===== config.mk =====
export PLATFORM = sky130hd
export DESIGN_NAME = imdfw_queue
export DESIGN_NICKNAME = d
export VERILOG_FILES = /design/src/rtl/imdfw_pkg.sv /design/src/rtl/imdfw_queue.sv
export SDC_FILE = /design/constraint.sdc
export NUM_CORES = 1
export LEC_CHECK = 0
export BUFFER_PORTS_ARGS = -buffer_cell sky130_fd_sc_hd__buf_2
export CORE_ASPECT_RATIO = 1.25
export CORE_MARGIN = 1.5
export CORE_UTILIZATION = 51
export DETAILED_ROUTE_END_ITERATION = 6
export PLACE_DENSITY = 0.75
export SLEW_MARGIN = 20
export SYNTH_ARGS = -nofsm -noshare
export SYNTH_HDL_FRONTEND = slang
export SYNTH_SLANG_ARGS = --single-unit

===== constraint.sdc =====
create_clock -name clk -period 5.43 [get_ports clk]
set_clock_uncertainty 0.15 [all_clocks]
set_input_delay 1.086 -clock clk [delete_from_list [all_inputs] [get_ports clk]]
set_output_delay 1.086 -clock clk [all_outputs]
set_load 0.005 [all_outputs]

===== src/rtl/imdfw_pkg.sv =====
package imdfw_pkg;

  // defaults for the top level parameters
  localparam int NUM_PALETTES_DEF  = 14;
  localparam int BYTES_PER_ROW_DEF = 80;
  localparam int ROW_PAIRS_DEF     = 100;
  localparam int BANK_STRIDE_DEF   = 8192;

  // fixed field widths
  localparam int VRAM_AW      = 14;
  localparam int SHADOW_DEPTH = 1 << VRAM_AW;
  localparam int PIX_W        = 8;
  localparam int CHAN_W       = 8;
  localparam int PAL_W        = 4;
  localparam int THR_W        = 10;
  localparam int LEVEL_W      = 2;
  localparam int PIX_PER_ITEM = 4;
  localparam int DATA_W       = PIX_PER_ITEM * LEVEL_W;
  // palette number and colour index side by side, room for sixteen palettes
  localparam int LVL_AW       = PAL_W + PIX_W;
  localparam int QUEUE_DEPTH  = 2;

  // item opcodes
  localparam logic OP_LOAD   = 1'b0;
  localparam logic OP_PIXELS = 1'b1;

  // configuration register indexes
  localparam int CFG_IDX_W = 2;
  localparam logic [CFG_IDX_W-1:0] REG_ACTIVE_PALETTE = 2'd0;
  localparam logic [CFG_IDX_W-1:0] REG_LOW_THRESHOLD  = 2'd1;
  localparam logic [CFG_IDX_W-1:0] REG_HIGH_THRESHOLD = 2'd2;

  localparam logic [PAL_W-1:0] ACTIVE_PALETTE_RST = 4'd0;
  localparam logic [THR_W-1:0] LOW_THRESHOLD_RST  = 10'd32;
  localparam logic [THR_W-1:0] HIGH_THRESHOLD_RST = 10'd64;

  // one classified item as it waits between front and back
  typedef struct packed {
    logic                                  is_pixels;
    logic                                  pal_ok;
    logic [LEVEL_W-1:0]                    level;
    logic [PIX_PER_ITEM-1:0][LVL_AW-1:0]   lvl_addr;
    logic [VRAM_AW-1:0]                    vram_address;
  } entry_t;

endpackage


===== src/rtl/imdfw_queue.sv =====
module imdfw_queue import imdfw_pkg::*; #(
  parameter int DEPTH = QUEUE_DEPTH
) (
  input  logic   clk,
  input  logic   rst,
  input  logic   push,
  input  entry_t push_entry,
  input  logic   pop,
  output entry_t head,
  output logic   full,
  output logic   empty
);

  localparam int QAW = (DEPTH > 1) ? $clog2(DEPTH) : 1;
  localparam int CW  = $clog2(DEPTH + 1);
  localparam logic [QAW-1:0] PTR_LAST = QAW'(DEPTH - 1);

  entry_t           slots [DEPTH];
  logic [QAW-1:0]   wr_ptr;
  logic [QAW-1:0]   rd_ptr;
  logic [CW-1:0]    count;

  assign head  = slots[rd_ptr];
  assign full  = (count == CW'(DEPTH));
  assign empty = (count == '0);

  always_ff @(posedge clk) begin
    if (push) begin
      slots[wr_ptr] <= push_entry;
    end
  end

  always_ff @(posedge clk) begin
    if (rst) begin
      wr_ptr <= '0;
      rd_ptr <= '0;
      count  <= '0;
    end else begin
      if (push) begin
        wr_ptr <= (wr_ptr == PTR_LAST) ? '0 : wr_ptr + 1'b1;
      end
      if (pop) begin
        rd_ptr <= (rd_ptr == PTR_LAST) ? '0 : rd_ptr + 1'b1;
      end
      unique case ({push, pop})
        2'b10:   count <= count + 1'b1;
        2'b01:   count <= count - 1'b1;
        default: ;
      endcase
    end
  end

endmodule


==> impl_metrics.csv <==
group,metric,value,unit
setup_path,worstSetupEndpointType,"primary output",
timing,rsz0062_at_grt,"no",
floorplanning,die_h,113,µm
power,p_switching,0.000522,W
route,ant_nets,0,
global_routing,grt_overflow_total,0,
setup_path,critPathArrivalTime,1.89,ns
route,dr.pass1.iters,4,
floorplanning,rows,40,
timing,slew_violations,0,
cts,cts_buffers,17,
route,via_per_inst,4.88,
cts,cts_hold_buf,0,
cts,clkLatencyLatePin,0.40,ns
synthesis,yosysSeqAreaShare,82.0,%
route,wl_per_cell,15.3,µm
finish,diodes,0,
finish,nets,448,
synthesis,avgSynthCellArea,21.8,µm²
timing,hold_violations,0,
cts,cts_tree,"yes",
power,comb_power_share,7.8,%
setup_path,crit_fanout,66,
synthesis,synth_cell_type_count,15,
synthesis,yosys_warnings,0,
timing,worst_slew_pin_slew,0.908,ns
power,ir_worst_vdd,0.000260,V
setup_path,startpoint_type,"flop",
timing,timing.fmax,320,MHz
floorplanning,io_pins,138,
timing,relSlewSlack,39.3,%
route,num_vias,2519,
cts,cts-root-buf,"clkbuf_16",
worst_hold_path,min_path_type,"flop to flop",
timing,finalCriticalPeriod,3.13,ns
place,placed_area,5780,µm²
finish,synthToLayoutAreaGrowth,28.7,%
global_routing,grt_pass1_wl,12100,µm
finish,final_design_area_no_fill,6380,µm²
global_routing,antenna_found_initial,0,
setup_path,crit_type,"flop to primary output",
timing,setup_viol,0,
power,p_leak,2.41,nW
place,dpl.hpwl,4910,µm
synthesis,synth_nets,298,
job,maxCapViolCount,0,
finish,final_core_util,67.1,%
place,portBuffers,137,
finish,fill_cells,685,
finish,layout_common_cells,"buf_2 (137), edfxtp_1 (132), mux2_2 (66)",
finish,drive_above_1_share,61.0,%
route,drc,0,
power,p_int,0.00209,W
finish,multi_input_area,855,µm²
setup_path,required,4.19,ns
cts,ctsResizeCount,0,
status,status,"finished clean",
timing,setup_tns,0,ns
floorplanning,die_w,91.2,µm
finish,mostFrequentLayoutCell,"buf_2",
cts,cts-htree-levels,4,
cts,cts_sinks,137,
floorplanning,start_util,52.1,%
timing,period_share,57.6,%
cts,post_cts_buffers,0,
route,wl,7910,µm
floorplanning,dieArea,10300,µm²
synthesis,synth.ff_latch_count,137,
global_routing,grt.total_usage,15.9,%
synthesis,netlist_instances,227,
power,power-per-cell-area,409,nW/µm²
global_routing,grt_start_max_net_pins,67,
route,drt-initial-drc-count,116,
global_routing,first_global_vias,2570,
cts,cts.clk_slew.worst_paths,0.05,ns
floorplanning,core,9510,µm²
power,power_frac_seq,48.5,%
power,switching_share,20.0,%
place,dp_cells,484,
finish,final_cells,516,
finish,regArea,4070,µm²
power,clkPwrFrac,43.7,%
cts,clockBufferDepth,2,
place,place_congestion,0.661,
synthesis,netlist_area,4960,µm²
## sequential cells by signal (all words and copies together) (netlist names), named ones only
signal	count
rd_ptr	1
slots	132
wr_ptr	1
count	2
## cell families after synthesis
kind of cell	count (synthesis)	synth area share (%)
buf+inv	8	0.984
xor+xnor	4	0.707
fa+ha+maj	1	0.252
flops	137	82.0
mux	66	15.0
compound gates	2	0.202
simple gates	9	0.884
## final cells by class
type,count,share of cell area (%)
flip-flops and latches,137,63.7
multi-input cells,82,13.4
repair buffers,138,10.9
clock buffers,20,7.16
well taps,126,2.47
clock inverters,12,2.33
inverters,1,0.0588
## Yosys cell counts
master / n / area (µm²)
edfxtp_1: 132 / 3960
mux2_2: 66 / 743
nor2_1: 6 / 22.5
dfxtp_1: 5 / 100
buf_4: 4 / 30.0
buf_2: 3 / 15.0
xnor2_1: 3 / 26.3
a21oi_1: 1 / 5.00
and2_1: 1 / 6.26
and2b_2: 1 / 8.76
ha_1: 1 / 12.5
inv_1: 1 / 3.75
o21ai_0: 1 / 5.00
or3_1: 1 / 6.26
xor2_1: 1 / 8.76
## power groups by stage
stage | registers, W | clock network, W | logic, W
detailed placement | 0.00129 | 0 | 0.000207
floorplan | 0.00127 | 0 | 0.000123
global route | 0.00128 | 0.00120 | 0.000223
finish | 0.00127 | 0.00114 | 0.000204
CTS | 0.00127 | 0.00116 | 0.000208
global placement | 0.00129 | 0 | 0.000203
## path summary, 6_finish.rpt
check / start / endpoint / slack [ns] / cells past startpoint
hold / removal: count[1] / count[1] / 0.38 / 2
hold reg to reg: count[1] / count[1] / 0.38 / 2
setup / recovery: flop / head[55] / 2.30 / 2
setup reg to reg: wr_ptr / slots[0][26] / 3.25 / 2
## stage by stage
step / hold slack [ns] / power (W) / setup slack [ns]
after floorplan: 0.311 / 0.00139 / 0.875
after global placement: 0.329 / 0.00149 / 2.35
after detailed placement: 0.368 / 0.00150 / 2.34
after CTS: 0.383 / 0.00264 / 2.26
after global routing: 0.399 / 0.00270 / 2.19
final: 0.382 / 0.00261 / 2.30
## critical path, cell delays in order (launching register included)
cell and delay (ns):
dfxtp_4 0.91, mux2_2 0.43, buf_2 0.13
## metal layers
| metal | GRT usage [%] | wire length [µm] | vias up |
|---|---|---|---|
| li1 | - | - | 1197 |
| met1 | 18.4 | 3220 | 1219 |
| met2 | 25.7 | 4050 | 90 |
| met3 | 5.44 | 512 | 13 |
| met4 | 9.38 | 124 | 0 |
| met5 | 0 | 0 | - |
No activity file was read; power rests on OpenSTA's default activity.
