`src/rtl/imdfw_pkg.sv`:
```
package imdfw_pkg;

  // defaults for the top level parameters
  localparam int NUM_PALETTES_DEF  = 14;
  localparam int BYTES_PER_ROW_DEF = 80;
  localparam int ROW_PAIRS_DEF     = 100;
  localparam int BANK_STRIDE_DEF   = 8192;

  // fixed field widths
  localparam int VRAM_AW      = 14;
  localparam int SHADOW_DEPTH = 1 << VRAM_AW;
  localparam int PIX_W        = 8;
  localparam int CHAN_W       = 8;
  localparam int PAL_W        = 4;
  localparam int THR_W        = 10;
  localparam int LEVEL_W      = 2;
  localparam int PIX_PER_ITEM = 4;
  localparam int DATA_W       = PIX_PER_ITEM * LEVEL_W;
  // palette number and colour index side by side, room for sixteen palettes
  localparam int LVL_AW       = PAL_W + PIX_W;
  localparam int QUEUE_DEPTH  = 2;

  // item opcodes
  localparam logic OP_LOAD   = 1'b0;
  localparam logic OP_PIXELS = 1'b1;

  // configuration register indexes
  localparam int CFG_IDX_W = 2;
  localparam logic [CFG_IDX_W-1:0] REG_ACTIVE_PALETTE = 2'd0;
  localparam logic [CFG_IDX_W-1:0] REG_LOW_THRESHOLD  = 2'd1;
  localparam logic [CFG_IDX_W-1:0] REG_HIGH_THRESHOLD = 2'd2;

  localparam logic [PAL_W-1:0] ACTIVE_PALETTE_RST = 4'd0;
  localparam logic [THR_W-1:0] LOW_THRESHOLD_RST  = 10'd32;
  localparam logic [THR_W-1:0] HIGH_THRESHOLD_RST = 10'd64;

  // one classified item as it waits between front and back
  typedef struct packed {
    logic                                  is_pixels;
    logic                                  pal_ok;
    logic [LEVEL_W-1:0]                    level;
    logic [PIX_PER_ITEM-1:0][LVL_AW-1:0]   lvl_addr;
    logic [VRAM_AW-1:0]                    vram_address;
  } entry_t;

endpackage

```
`src/rtl/imdfw_ifs.sv`:
```
interface imdfw_pix_if import imdfw_pkg::*; ();
  logic              valid;
  logic              ready;
  logic              opcode;
  logic [PAL_W-1:0]  palette_select;
  logic [PIX_W-1:0]  color_index;
  logic [CHAN_W-1:0] red_level;
  logic [CHAN_W-1:0] green_level;
  logic [CHAN_W-1:0] blue_level;
  logic [PIX_W-1:0]  pixel_a;
  logic [PIX_W-1:0]  pixel_b;
  logic [PIX_W-1:0]  pixel_c;
  logic [PIX_W-1:0]  pixel_d;

  modport source (
    output valid, opcode, palette_select, color_index, red_level, green_level, blue_level,
           pixel_a, pixel_b, pixel_c, pixel_d,
    input  ready
  );
  modport sink (
    input  valid, opcode, palette_select, color_index, red_level, green_level, blue_level,
           pixel_a, pixel_b, pixel_c, pixel_d,
    output ready
  );
  modport mon (
    input valid, ready, opcode, palette_select, color_index, red_level, green_level,
          blue_level, pixel_a, pixel_b, pixel_c, pixel_d
  );
endinterface


interface imdfw_cfg_if import imdfw_pkg::*; ();
  logic                 valid;
  logic                 ready;
  logic [CFG_IDX_W-1:0] index;
  logic [THR_W-1:0]     data;

  modport source (output valid, index, data, input ready);
  modport sink   (input valid, index, data, output ready);
  modport mon    (input valid, ready, index, data);
endinterface

```
`src/rtl/imdfw_front.sv`:
```
module imdfw_front import imdfw_pkg::*; #(
  parameter int NUM_PALETTES  = NUM_PALETTES_DEF,
  parameter int BYTES_PER_ROW = BYTES_PER_ROW_DEF,
  parameter int ROW_PAIRS     = ROW_PAIRS_DEF,
  parameter int BANK_STRIDE   = BANK_STRIDE_DEF
) (
  input  logic            clk,
  input  logic            rst,
  imdfw_pix_if.sink       items,
  imdfw_cfg_if.sink       cfg,
  input  logic            clearing,
  input  logic            queue_full,
  output logic            push,
  output entry_t          push_entry
);

  localparam int COL_W  = (BYTES_PER_ROW > 1) ? $clog2(BYTES_PER_ROW) : 1;
  localparam int PAIR_W = (ROW_PAIRS > 1) ? $clog2(ROW_PAIRS) : 1;
  localparam logic [COL_W-1:0]   COL_LAST  = COL_W'(BYTES_PER_ROW - 1);
  localparam logic [PAIR_W-1:0]  PAIR_LAST = PAIR_W'(ROW_PAIRS - 1);
  localparam logic [VRAM_AW-1:0] ROW_STEP  = VRAM_AW'(BYTES_PER_ROW);
  localparam logic [VRAM_AW-1:0] BANK_OFS  = VRAM_AW'(BANK_STRIDE);
  localparam logic [PAL_W:0]     PAL_LIMIT = (PAL_W + 1)'(NUM_PALETTES);

  logic [PAL_W-1:0]   active_palette;
  logic [THR_W-1:0]   low_threshold;
  logic [THR_W-1:0]   high_threshold;
  logic [COL_W-1:0]   column;
  logic [PAIR_W-1:0]  pair;
  logic               odd_row;
  logic [VRAM_AW-1:0] row_base;

  logic [THR_W-1:0]   sum;
  logic [PIX_W-1:0]   pix [PIX_PER_ITEM];
  logic               is_pixels;

  assign cfg.ready   = 1'b1;
  assign items.ready = !queue_full && !clearing;
  assign push        = items.valid && items.ready;
  assign is_pixels   = (items.opcode == OP_PIXELS);

  assign sum = THR_W'(items.red_level) + THR_W'(items.green_level) + THR_W'(items.blue_level);
  assign pix[0] = items.pixel_a;
  assign pix[1] = items.pixel_b;
  assign pix[2] = items.pixel_c;
  assign pix[3] = items.pixel_d;

  always_comb begin
    push_entry.is_pixels = is_pixels;
    push_entry.pal_ok    = is_pixels ? ({1'b0, active_palette} < PAL_LIMIT)
                                     : ({1'b0, items.palette_select} < PAL_LIMIT);
    push_entry.level     = {sum > high_threshold, sum > low_threshold};
    for (int k = 0; k < PIX_PER_ITEM; k++) begin
      push_entry.lvl_addr[k] = {active_palette, pix[k]};
    end
    if (!is_pixels) begin
      push_entry.lvl_addr[0] = {items.palette_select, items.color_index};
    end
    push_entry.vram_address = row_base + VRAM_AW'(column) + (odd_row ? BANK_OFS : '0);
  end

  always_ff @(posedge clk) begin
    if (rst) begin
      active_palette <= ACTIVE_PALETTE_RST;
      low_threshold  <= LOW_THRESHOLD_RST;
      high_threshold <= HIGH_THRESHOLD_RST;
    end else if (cfg.valid) begin
      unique case (cfg.index)
        REG_ACTIVE_PALETTE: active_palette <= cfg.data[PAL_W-1:0];
        REG_LOW_THRESHOLD:  low_threshold  <= cfg.data;
        REG_HIGH_THRESHOLD: high_threshold <= cfg.data;
        default: ;
      endcase
    end
  end

  // raster position, row base kept as a running sum of row pairs
  always_ff @(posedge clk) begin
    if (rst) begin
      column   <= '0;
      pair     <= '0;
      odd_row  <= 1'b0;
      row_base <= '0;
    end else if (push && is_pixels) begin
      if (column == COL_LAST) begin
        column <= '0;
        if (odd_row) begin
          odd_row <= 1'b0;
          if (pair == PAIR_LAST) begin
            pair     <= '0;
            row_base <= '0;
          end else begin
            pair     <= pair + 1'b1;
            row_base <= row_base + ROW_STEP;
          end
        end else begin
          odd_row <= 1'b1;
        end
      end else begin
        column <= column + 1'b1;
      end
    end
  end

endmodule

```
`src/flat_wrapper.sv`:
```
// flat-port wrapper written by rule: the top's interface ports become plain ports
module imdfw_front_flat import imdfw_pkg::*;
#(
  parameter int NUM_PALETTES  = NUM_PALETTES_DEF,
  parameter int BYTES_PER_ROW = BYTES_PER_ROW_DEF,
  parameter int ROW_PAIRS     = ROW_PAIRS_DEF,
  parameter int BANK_STRIDE   = BANK_STRIDE_DEF
)
  (clk, rst, clearing, queue_full, push, push_entry, items_valid, items_opcode, items_palette_select, items_color_index, items_red_level, items_green_level, items_blue_level, items_pixel_a, items_pixel_b, items_pixel_c, items_pixel_d, items_ready, cfg_valid, cfg_index, cfg_data, cfg_ready);
  imdfw_pix_if items_i ();
  imdfw_cfg_if cfg_i ();
  input  logic clk;
  input  logic rst;
  input  logic clearing;
  input  logic queue_full;
  output logic push;
  output entry_t push_entry;
  input wire logic [$bits(items_i.valid)-1:0] items_valid;
  input wire logic [$bits(items_i.opcode)-1:0] items_opcode;
  input wire logic [$bits(items_i.palette_select)-1:0] items_palette_select;
  input wire logic [$bits(items_i.color_index)-1:0] items_color_index;
  input wire logic [$bits(items_i.red_level)-1:0] items_red_level;
  input wire logic [$bits(items_i.green_level)-1:0] items_green_level;
  input wire logic [$bits(items_i.blue_level)-1:0] items_blue_level;
  input wire logic [$bits(items_i.pixel_a)-1:0] items_pixel_a;
  input wire logic [$bits(items_i.pixel_b)-1:0] items_pixel_b;
  input wire logic [$bits(items_i.pixel_c)-1:0] items_pixel_c;
  input wire logic [$bits(items_i.pixel_d)-1:0] items_pixel_d;
  output wire logic [$bits(items_i.ready)-1:0] items_ready;
  input wire logic [$bits(cfg_i.valid)-1:0] cfg_valid;
  input wire logic [$bits(cfg_i.index)-1:0] cfg_index;
  input wire logic [$bits(cfg_i.data)-1:0] cfg_data;
  output wire logic [$bits(cfg_i.ready)-1:0] cfg_ready;
  assign items_i.valid = items_valid;
  assign items_i.opcode = items_opcode;
  assign items_i.palette_select = items_palette_select;
  assign items_i.color_index = items_color_index;
  assign items_i.red_level = items_red_level;
  assign items_i.green_level = items_green_level;
  assign items_i.blue_level = items_blue_level;
  assign items_i.pixel_a = items_pixel_a;
  assign items_i.pixel_b = items_pixel_b;
  assign items_i.pixel_c = items_pixel_c;
  assign items_i.pixel_d = items_pixel_d;
  assign items_ready = items_i.ready;
  assign cfg_i.valid = cfg_valid;
  assign cfg_i.index = cfg_index;
  assign cfg_i.data = cfg_data;
  assign cfg_ready = cfg_i.ready;
  imdfw_front #(.NUM_PALETTES(NUM_PALETTES), .BYTES_PER_ROW(BYTES_PER_ROW), .ROW_PAIRS(ROW_PAIRS), .BANK_STRIDE(BANK_STRIDE)) u_core (.clk(clk), .rst(rst), .items(items_i), .cfg(cfg_i), .clearing(clearing), .queue_full(queue_full), .push(push), .push_entry(push_entry));
endmodule
```
`config.mk`:
```
export PLATFORM = sky130hd
export DESIGN_NAME = imdfw_front_flat
export DESIGN_NICKNAME = d
export VERILOG_FILES = /design/src/rtl/imdfw_pkg.sv /design/src/rtl/imdfw_ifs.sv /design/src/rtl/imdfw_front.sv /design/src/flat_wrapper.sv
export SDC_FILE = /design/constraint.sdc
export NUM_CORES = 1
export LEC_CHECK = 0
export BUFFER_PORTS_ARGS = -buffer_cell sky130_fd_sc_hd__buf_2
export CORE_MARGIN = 5
export CORE_UTILIZATION = 37
export CTS_BUF_LIST = sky130_fd_sc_hd__clkbuf_4
export DETAILED_ROUTE_END_ITERATION = 8
export GPL_ROUTABILITY_DRIVEN = 0
export PLACE_DENSITY_LB_ADDON = 0.08
export RECOVER_POWER = 25
export SKIP_CTS_REPAIR_TIMING = 1
export SLEW_MARGIN = 30
export SYNTH_ARGS = -nofsm -noshare
export SYNTH_HDL_FRONTEND = slang
export SYNTH_SLANG_ARGS = --single-unit
```
`constraint.sdc`:
```
create_clock -name clk -period 6.2 [get_ports clk]
set_clock_uncertainty 0.1 [all_clocks]
set_input_delay 1.24 -clock clk [delete_from_list [all_inputs] [get_ports clk]]
set_output_delay 1.24 -clock clk [all_outputs]
set_load 0.1 [all_outputs]
```
==> results, run 1 <==
- The number of clock sinks seen by CTS is 49.
- Yosys mapped a number of flops with a built-in enable equal to 0.
- The classification of the worst setup path is in2out.
- The number of global-route vias before repair is 3,288.
- Once detail routing completed, the nets flagged for antenna violations numbered 0.
- After legalization and detailed placement, the total HPWL measured 7.21 mm.
- STA classifies the critical path endpoint as a primary output.
- The area of the core region is 0.0102 mm2.
- The worst hold margin is 0.412 ns.
- The yosys synthesis warning count is 0.
- In this run the worst path has a maximum fanout of 2.
- For this run, design rule violations remaining after detail routing come to 0.
- When the netlist entered floorplanning its net count stood at 579.
- At the pin with the least slew margin, the transition time is 0.815 ns.
- The placed cell count is 664.
- After layout, the worst path uses 99.7% of the clock period.
- The distinct cell type count of the synthesized netlist is 52.
- The first global-routing pass estimated 15.3 mm of wire.
- The pin count of the biggest net entering global routing is 35.
- The async set-reset flop share out of synthesis is 0%.
- A synthesized cell averages 8.58 um2.
- The worst slew slack as a fraction of its limit is 45.6%.
- Sequential cells were found to cover 25.5% of the synthesized design area.
- After filler insertion, the fill cell instance count of the layout stands at 1,031.
- The first-pass iteration count of the detailed router is 4.
- The floorplan has 37 rows.
- The leakage power is 2.21 nW.
- Counting flops and latches in the post-synthesis netlist gives 49.
- The global routing usage summed across all routing layers is 14.5%.
- The most common cell after layout, fill and taps aside is buf_2.
- The count of final max-slew check failures was 0.
- The floorplan step set the die height to 112 um.
- The post-detailed-route via-to-cell ratio is 4.84.
- The width of the die is 112 um.
- After detailed placement, the total cell area comes to 0.00440 mm2.
- The critical path contains buffers and inverters numbering 5 combined.
- The most used flip-flop cell after synthesis is dfxtp_1.
- The setup-violating endpoint count in the final report is 0.
- The number of antenna violations at the first check in global routing is 0.
- In the final routed layout, each cell accounts on average for 13.3 um.
- Counting the buffers created by CTS gives 5.
- After technology mapping, the gate count stands at 448.
- For this run, the post-layout net count is 669.
- The routed design could run at a clock period as short as 6.18 ns.
- The fraction of layout cells with a size suffix above 1 is 36.5%.
- CTS built an H-tree with a depth of 2.
- The later pin in the worst-skew pair is clocked with a latency of 0.38 ns.
- The critical path goes through buf_2 > ha_4 > a21oi_4 > nor2_2 > a311o_1 > o41ai_2 > xnor2_1 > ha_2 > or3_4 > nor3_2 > nor2_1 > xnor2_1 > buf_4 > buf_4 > ha_4 > nand3_4 > nor2_4 > buf_6 > nand4_1 > o21ai_2 > nor2_4 > buf_12.
- STA puts the critical path data arrival time at 4.84 ns.
- The top cell types in the final layout, fill and taps aside, are 99 x buf_2, 59 x nor2_1, 49 x dfxtp_1.
- In this run the worst hold path is classified as reg2reg.
- The tool flagged a number of max-cap violations equal to 0.
- Setup repair after global routing could not meet its margin everywhere.
- The cell with the largest stage delay on the worst path is or3_4.
- The maximum achievable frequency is 162 MHz.
- The CTS root buffer is clkbuf_4.
- In this run the deepest clock path goes through 2 buffers.
- In this design, the largest share of critical-path delay is due to simple AND/OR/NAND/NOR gates.
- The CTS tree is done.
- At the placement stage, the worst setup path has a slack of -0.456 ns.
- The run finished with clean final reports.
- The clock input transition at the sequential cells of the worst setup and hold paths is 0.14 ns.
- The required time of the critical path is 4.86 ns.
- The worst path setup slack after routing is 0.0191 ns.
- The design area is 0.00477 mm2.
- The completed layout was analyzed and its total power is 1.23 mW.
- The number of diodes is 0.
- The number of violations reported at the end of detailed-routing iteration 0 is 80.
- The maximum single-stage delay on the critical path is 0.37 ns.
- The total congestion overflow after global routing is 0.
- The growth of design area from synthesis to finish is 24.1%.
- Power spread over the standard cell area amounts to 257 mW/mm2.
- The nature of the critical path startpoint is an input pin.
- 156 I/O pins were placed.
- The count of endpoints failing hold in the final timing report is 0.
- The post-layout instance count excluding filler cells is 675.
- For this block, the via count after detailed routing is 3,266.
- Summed over all layers, the routed wires come to 9.01 mm.
- The initial utilization of the core area, before any placement, comes to 37.6%.
- The mapped netlist covers 0.00384 mm2.
- The die covers 0.0125 mm2.
- The maximum vdd ir drop is 0.171 mV.
- The count of port buffers added during placement is 106.
## worst min-delay path, delay by kind of cell, from the launching register on
| kind | cells | cell delay, ns |
|---|---|---|
| flip-flops | 1 | 0.35 |
| multiplexers | 1 | 0.07 |
| AND/OR/NAND/NOR | 1 | 0.07 |
## layout make-up
type	count	area, um2	area share [%]
clock buffer	5	37.5	0.787
multi-input combinational	317	2650	55.5
clock inverter	3	26.3	0.551
timing repair buffer	135	795	16.7
inverter	30	113	2.36
tap	136	170	3.57
sequential	49	981	20.6
## path summary, 6_finish.rpt
check | start | to | slack [ns] | cells after the start
worst min register to register | u_core.high_threshold[8] | u_core.high_threshold[8] | 0.41 | 2
worst min-delay path | u_core.high_threshold[8] | u_core.high_threshold[8] | 0.41 | 2
worst max-delay path | items_red_level[1] | push_entry[62] | 0.02 | 22
worst max register to register | u_core.column[0] | u_core.pair[2] | 4.02 | 6
## cells in the mapped netlist, types with 3 or more instances
cell type / number / area share (%)
a21oi_1: 14 / 1.8
o21a_1: 4 / 0.78
nor2b_1: 8 / 1.3
nand4_1: 6 / 0.98
nand2b_1: 3 / 0.49
ha_1: 42 / 14
nand3_1: 12 / 1.6
xnor2_1: 23 / 5.2
xor2_1: 17 / 3.9
nor2_1: 65 / 6.3
buf_2: 6 / 0.78
nor3_1: 7 / 0.91
and2_1: 3 / 0.49
and3_1: 5 / 0.81
nand2_1: 16 / 1.6
mux2i_1: 25 / 6.5
dfxtp_1: 49 / 26
mux2_2: 12 / 3.5
buf_4: 38 / 7.4
clkbuf_1: 8 / 0.78
o21ai_0: 13 / 1.7
inv_1: 30 / 2.9
## logic make-up after synthesis
kind of cell,after synthesis,synth area share (%)
and+or+nand+nor,146,20.5
buffers and inverters,82,11.9
AOI/OAI and AO/OA,49,8.11
DFF,49,25.5
adders and majority gates,44,14.7
xor gates and xnor gates,40,9.11
muxes,37,10.0
other,1,0.0976
## registers in the layout, indices dropped and copies added (netlist names)
register / count
u_core.high_threshold: 10
u_core.low_threshold: 10
u_core.row_base: 10
u_core.column: 7
u_core.pair: 7
u_core.active_palette: 4
u_core.odd_row: 1
## per-layer routing
layer,up-vias,wire length (um),GRT usage [%]
li1,1662,-,-
met1,1474,4090,18.2
met2,114,4190,24.2
met3,16,611,4.02
met4,0,121,3.89
met5,-,0,0
## through the flow
stage	utilization, %	TNS, ns
final	46.6	0
after global routing	46.6	-0.315
after CTS	43.7	-0.754
after detailed placement	43.0	-0.706
after global placement	43.0	-0.646
after floorplan	-	-0.320
## power by group
part           internal, mW  switching [mW]  total, mW
sequential            0.321         0.00364      0.324
combinational         0.328           0.414      0.742
clock                0.0469           0.114      0.161
(Power assumes the default switching activity.)
==> run 2: changes to the inputs <==
--- a/config.mk
+++ b/config.mk
@@ -6,8 +6,9 @@
 export NUM_CORES = 1
 export LEC_CHECK = 0
 export BUFFER_PORTS_ARGS = -buffer_cell sky130_fd_sc_hd__buf_2
+export CORE_ASPECT_RATIO = 1.5
 export CORE_MARGIN = 5
-export CORE_UTILIZATION = 37
+export CORE_UTILIZATION = 31
 export CTS_BUF_LIST = sky130_fd_sc_hd__clkbuf_4
 export DETAILED_ROUTE_END_ITERATION = 8
 export GPL_ROUTABILITY_DRIVEN = 0
==> results, run 2 (same netlist as run 1, synthesis figures left out) <==
- The run finished, with violations left.
- The final reports fail on setup timing.
- The combinational power share is 59.4%.
- The most common cell after layout, fill and taps aside is buf_2.
- The number of instances on the worst hold path is 2.
- The count of endpoints failing hold in the final timing report is 0.
- The worst setup path is launched from an input pin.
- The worst slew slack as a fraction of its limit is 37.7%.
- The critical path goes through buf_6 > ha_4 > buf_6 > a21oi_4 > nor2_1 > a311o_1 > o41ai_2 > xnor2_1 > ha_2 > or3_4 > nor3_2 > nor2_1 > xnor2_1 > buf_4 > ha_4 > and4_4 > and3_4 > o21a_1 > a2111oi_4 > a31oi_4 > buf_12.
- The startpoint of the worst register-to-register path is u_core.column[0].
- After clock tree synthesis, the clock-pin slew on the worst setup and hold paths is 0.14 ns.
- The die covers 0.0148 mm2.
- The number of violations reported at the end of detailed-routing iteration 0 is 95.
- Setup slack on the critical path of the routed design comes to -0.123 ns.
- The floorplan has 49 rows.
- The clock period minus final worst setup slack is 6.32 ns.
- The slowest stage of the critical path belongs to the cell o41ai_2.
- The family of cells with the greatest summed delay on the critical path is compound AO/OA/AOI/OAI gates.
- For this run the aggregate overflow at the end of global routing stands at 0.
- The worst setup path is captured at a primary output.
- The first global-routing pass estimated 15.8 mm of wire.
- The area used by multi-input combinational logic is 0.00262 mm2.
- The largest registers in the layout are u_core.high_threshold: 10 flops, u_core.low_threshold: 10 flops, u_core.row_base: 10 flops.
- The fraction of power spent switching nets is 41.6%.
- Together, buffers and inverters on the worst path number 4.
- The number of antenna violations at the first check in global routing is 1.
- The area of the core region is 0.0121 mm2.
- Setup repair after global routing could not meet its margin everywhere.
- In the layout the commonest cells are 97 x buf_2, 61 x nor2_1, 49 x dfxtp_1.
- At the worst endpoint, the arrival time is 4.98 ns.
- Data on the critical path is required at its endpoint by 4.86 ns.
- Cells with a size suffix above 1 make up 35.8% of the layout.
- The count of final max-slew check failures is 0.
- The number of global-route vias before repair was 3,264.
- The height of the die is 146 um.
- The setup-violating endpoint count in the final report is 1.
- The share of the core filled with cells is 40.1%.
- Cell internal power was estimated by the tool at 747 uW.
- Port buffering added 106 buffers.
- The total via count after detailed routing is 3,285.
- The type of the most critical hold path is reg2reg.
- The fill cell instance count of the final layout is 1,246.
- In this run the critical register-to-register path is captured at u_core.pair[2].
- Once the floorplan was initialized, standard cells occupied 31.8% of the core.
- The post-detailed-route via-to-cell ratio is 4.70.
- The maximum count of clock buffers along a single path is 2.
- In this run, the clock network consumes 15.2% of the power.
- After legalization and detailed placement, the total HPWL measured 7.91 mm.
- The startpoint of the worst hold path is u_core.column[1].
- The net switching power is 531 uW.
- The classification of the worst setup path is in2out.
- During I/O placement, the number of pins put on the boundary was 156.
- The final routed wire length divided by cell count is 14.2 um.
- The maximum vdd ir drop is 0.120 mV.
- The pin count of the biggest net entering global routing is 35.
- Sequential cells burn 25.4% of the power.
- The root buffer cell chosen for the clock tree is clkbuf_4.
- The final layout contains 675 nets.
- Summed over all cells, the static leakage comes to 2.25 nW.
- Dividing the final minimum period by the clock period gives 102%.
- On the worst path, the slowest cell contributes a delay of 0.37 ns.
- The path with the worst hold slack has its endpoint at u_core.column[1].
- The total of max-cap violations is 0.
- The width of the die is 101 um.
- The area occupied by registers is 981 um2.
- Static timing analysis puts the maximum clock frequency at 158 MHz.
- The worst register-to-register path has a setup slack of 3.96 ns.
- TritonCTS created 5 clock buffers.
- The maximum fanout along the worst path is 2.
- The first detailed-routing pass ran for 4 iterations.
- For the worst-skew pair, the clock arrives at the later sink with an insertion delay of 0.38 ns.
- The finished cells cover 0.00485 mm2.
- The CTS tree is done.
- Once placement finished, the instance area stood at 0.00444 mm2.
- The power density relative to cell area is 264 mW/mm2.
- For this block, the routed nets add up to 9.91 mm of wire.
- At the pin with the least slew margin, the transition time is 0.932 ns.
- The number of nets with antenna violations after detailed routing is 0.
- Clock tree synthesis found a total of 49 sinks.
- In the global route stage, overall resource usage came out at 13.1%.
- In the routed design, unresolved DRC markers number 0.
- For the worst flop-to-flop path, the logic depth is 6.
- The number of H-tree branching levels is 2.
- Relative to the synthesized area, the layout overhead comes to 26.1%.
-- run 2: cell count changes in the layout (fill, tap and decap cells not counted), sizes merged --
| cell | before | now |
|---|---|---|
| clkinvlp | 2 | 0 |
| bufinv | 0 | 1 |
| clkbuf | 8 | 9 |
| buf | 132 | 138 |
| diode | 0 | 1 |
| inv | 31 | 30 |
| clkinv | 0 | 1 |
-- run 2: through the flow --
stage	instances	hold WS [ns]	worst slack, ns	TNS [ns]	power (mW)
after floorplan	448	0.363	-0.320	-0.320	0.809
after global placement	683	0.379	-0.648	-0.914	0.923
after detailed placement	683	0.388	-0.602	-0.902	0.924
after CTS	691	0.411	-0.625	-0.936	1.13
after global routing	699	0.438	-0.255	-0.378	1.36
final	699	0.405	-0.123	-0.123	1.28
-- run 2: worst register-to-register path, delay by kind of cell (launching register included) --
family                   cells  cell delay [ns]
AND/OR/NAND/NOR              4             1.31
flip-flops                   1             0.44
adder cells (fa/ha/maj)      1             0.20
AO/OA/AOI/OAI                1             0.14
-- run 2: layer usage --
metal | global-route usage [%] | vias to the layer above | wire [um]
li1 | - | 1678 | -
met1 | 13.8 | 1524 | 3840
met2 | 25.5 | 71 | 5510
met3 | 2.34 | 12 | 369
met4 | 4.13 | 0 | 192
met5 | 0 | - | 0
-- run 2: how the worst max path moves through the flow --
stage               slack (ns)                 start             end  depth (start not counted)
finish                   -0.12    items_red_level[0]  push_entry[63]                         21
global route             -0.26    items_red_level[1]  push_entry[63]                         20
CTS                      -0.63  items_green_level[1]  push_entry[63]                         20
detailed placement       -0.60  items_green_level[1]  push_entry[63]                         20
global placement         -0.65  items_green_level[1]  push_entry[63]                         20
floorplan                -0.32  items_green_level[4]  push_entry[63]                         16
-- run 2: final cells by class --
cell class,instances,area share [%]
Tap cell,153,3.95
Antenna cell,1,0.0516
Inverter,30,2.32
Multi-Input combinational cell,317,54.1
Clock buffer,6,0.929
Clock inverter,2,0.697
Timing Repair Buffer,141,17.7
Sequential cell,49,20.2
-- run 2: power by group through the flow --
stage	clock, mW	sequential, mW	combinational [mW]
after floorplan	0	0.336	0.472
after CTS	0.206	0.324	0.596
after global routing	0.219	0.325	0.817
after global placement	0	0.331	0.592
final	0.194	0.324	0.760
after detailed placement	0	0.331	0.593
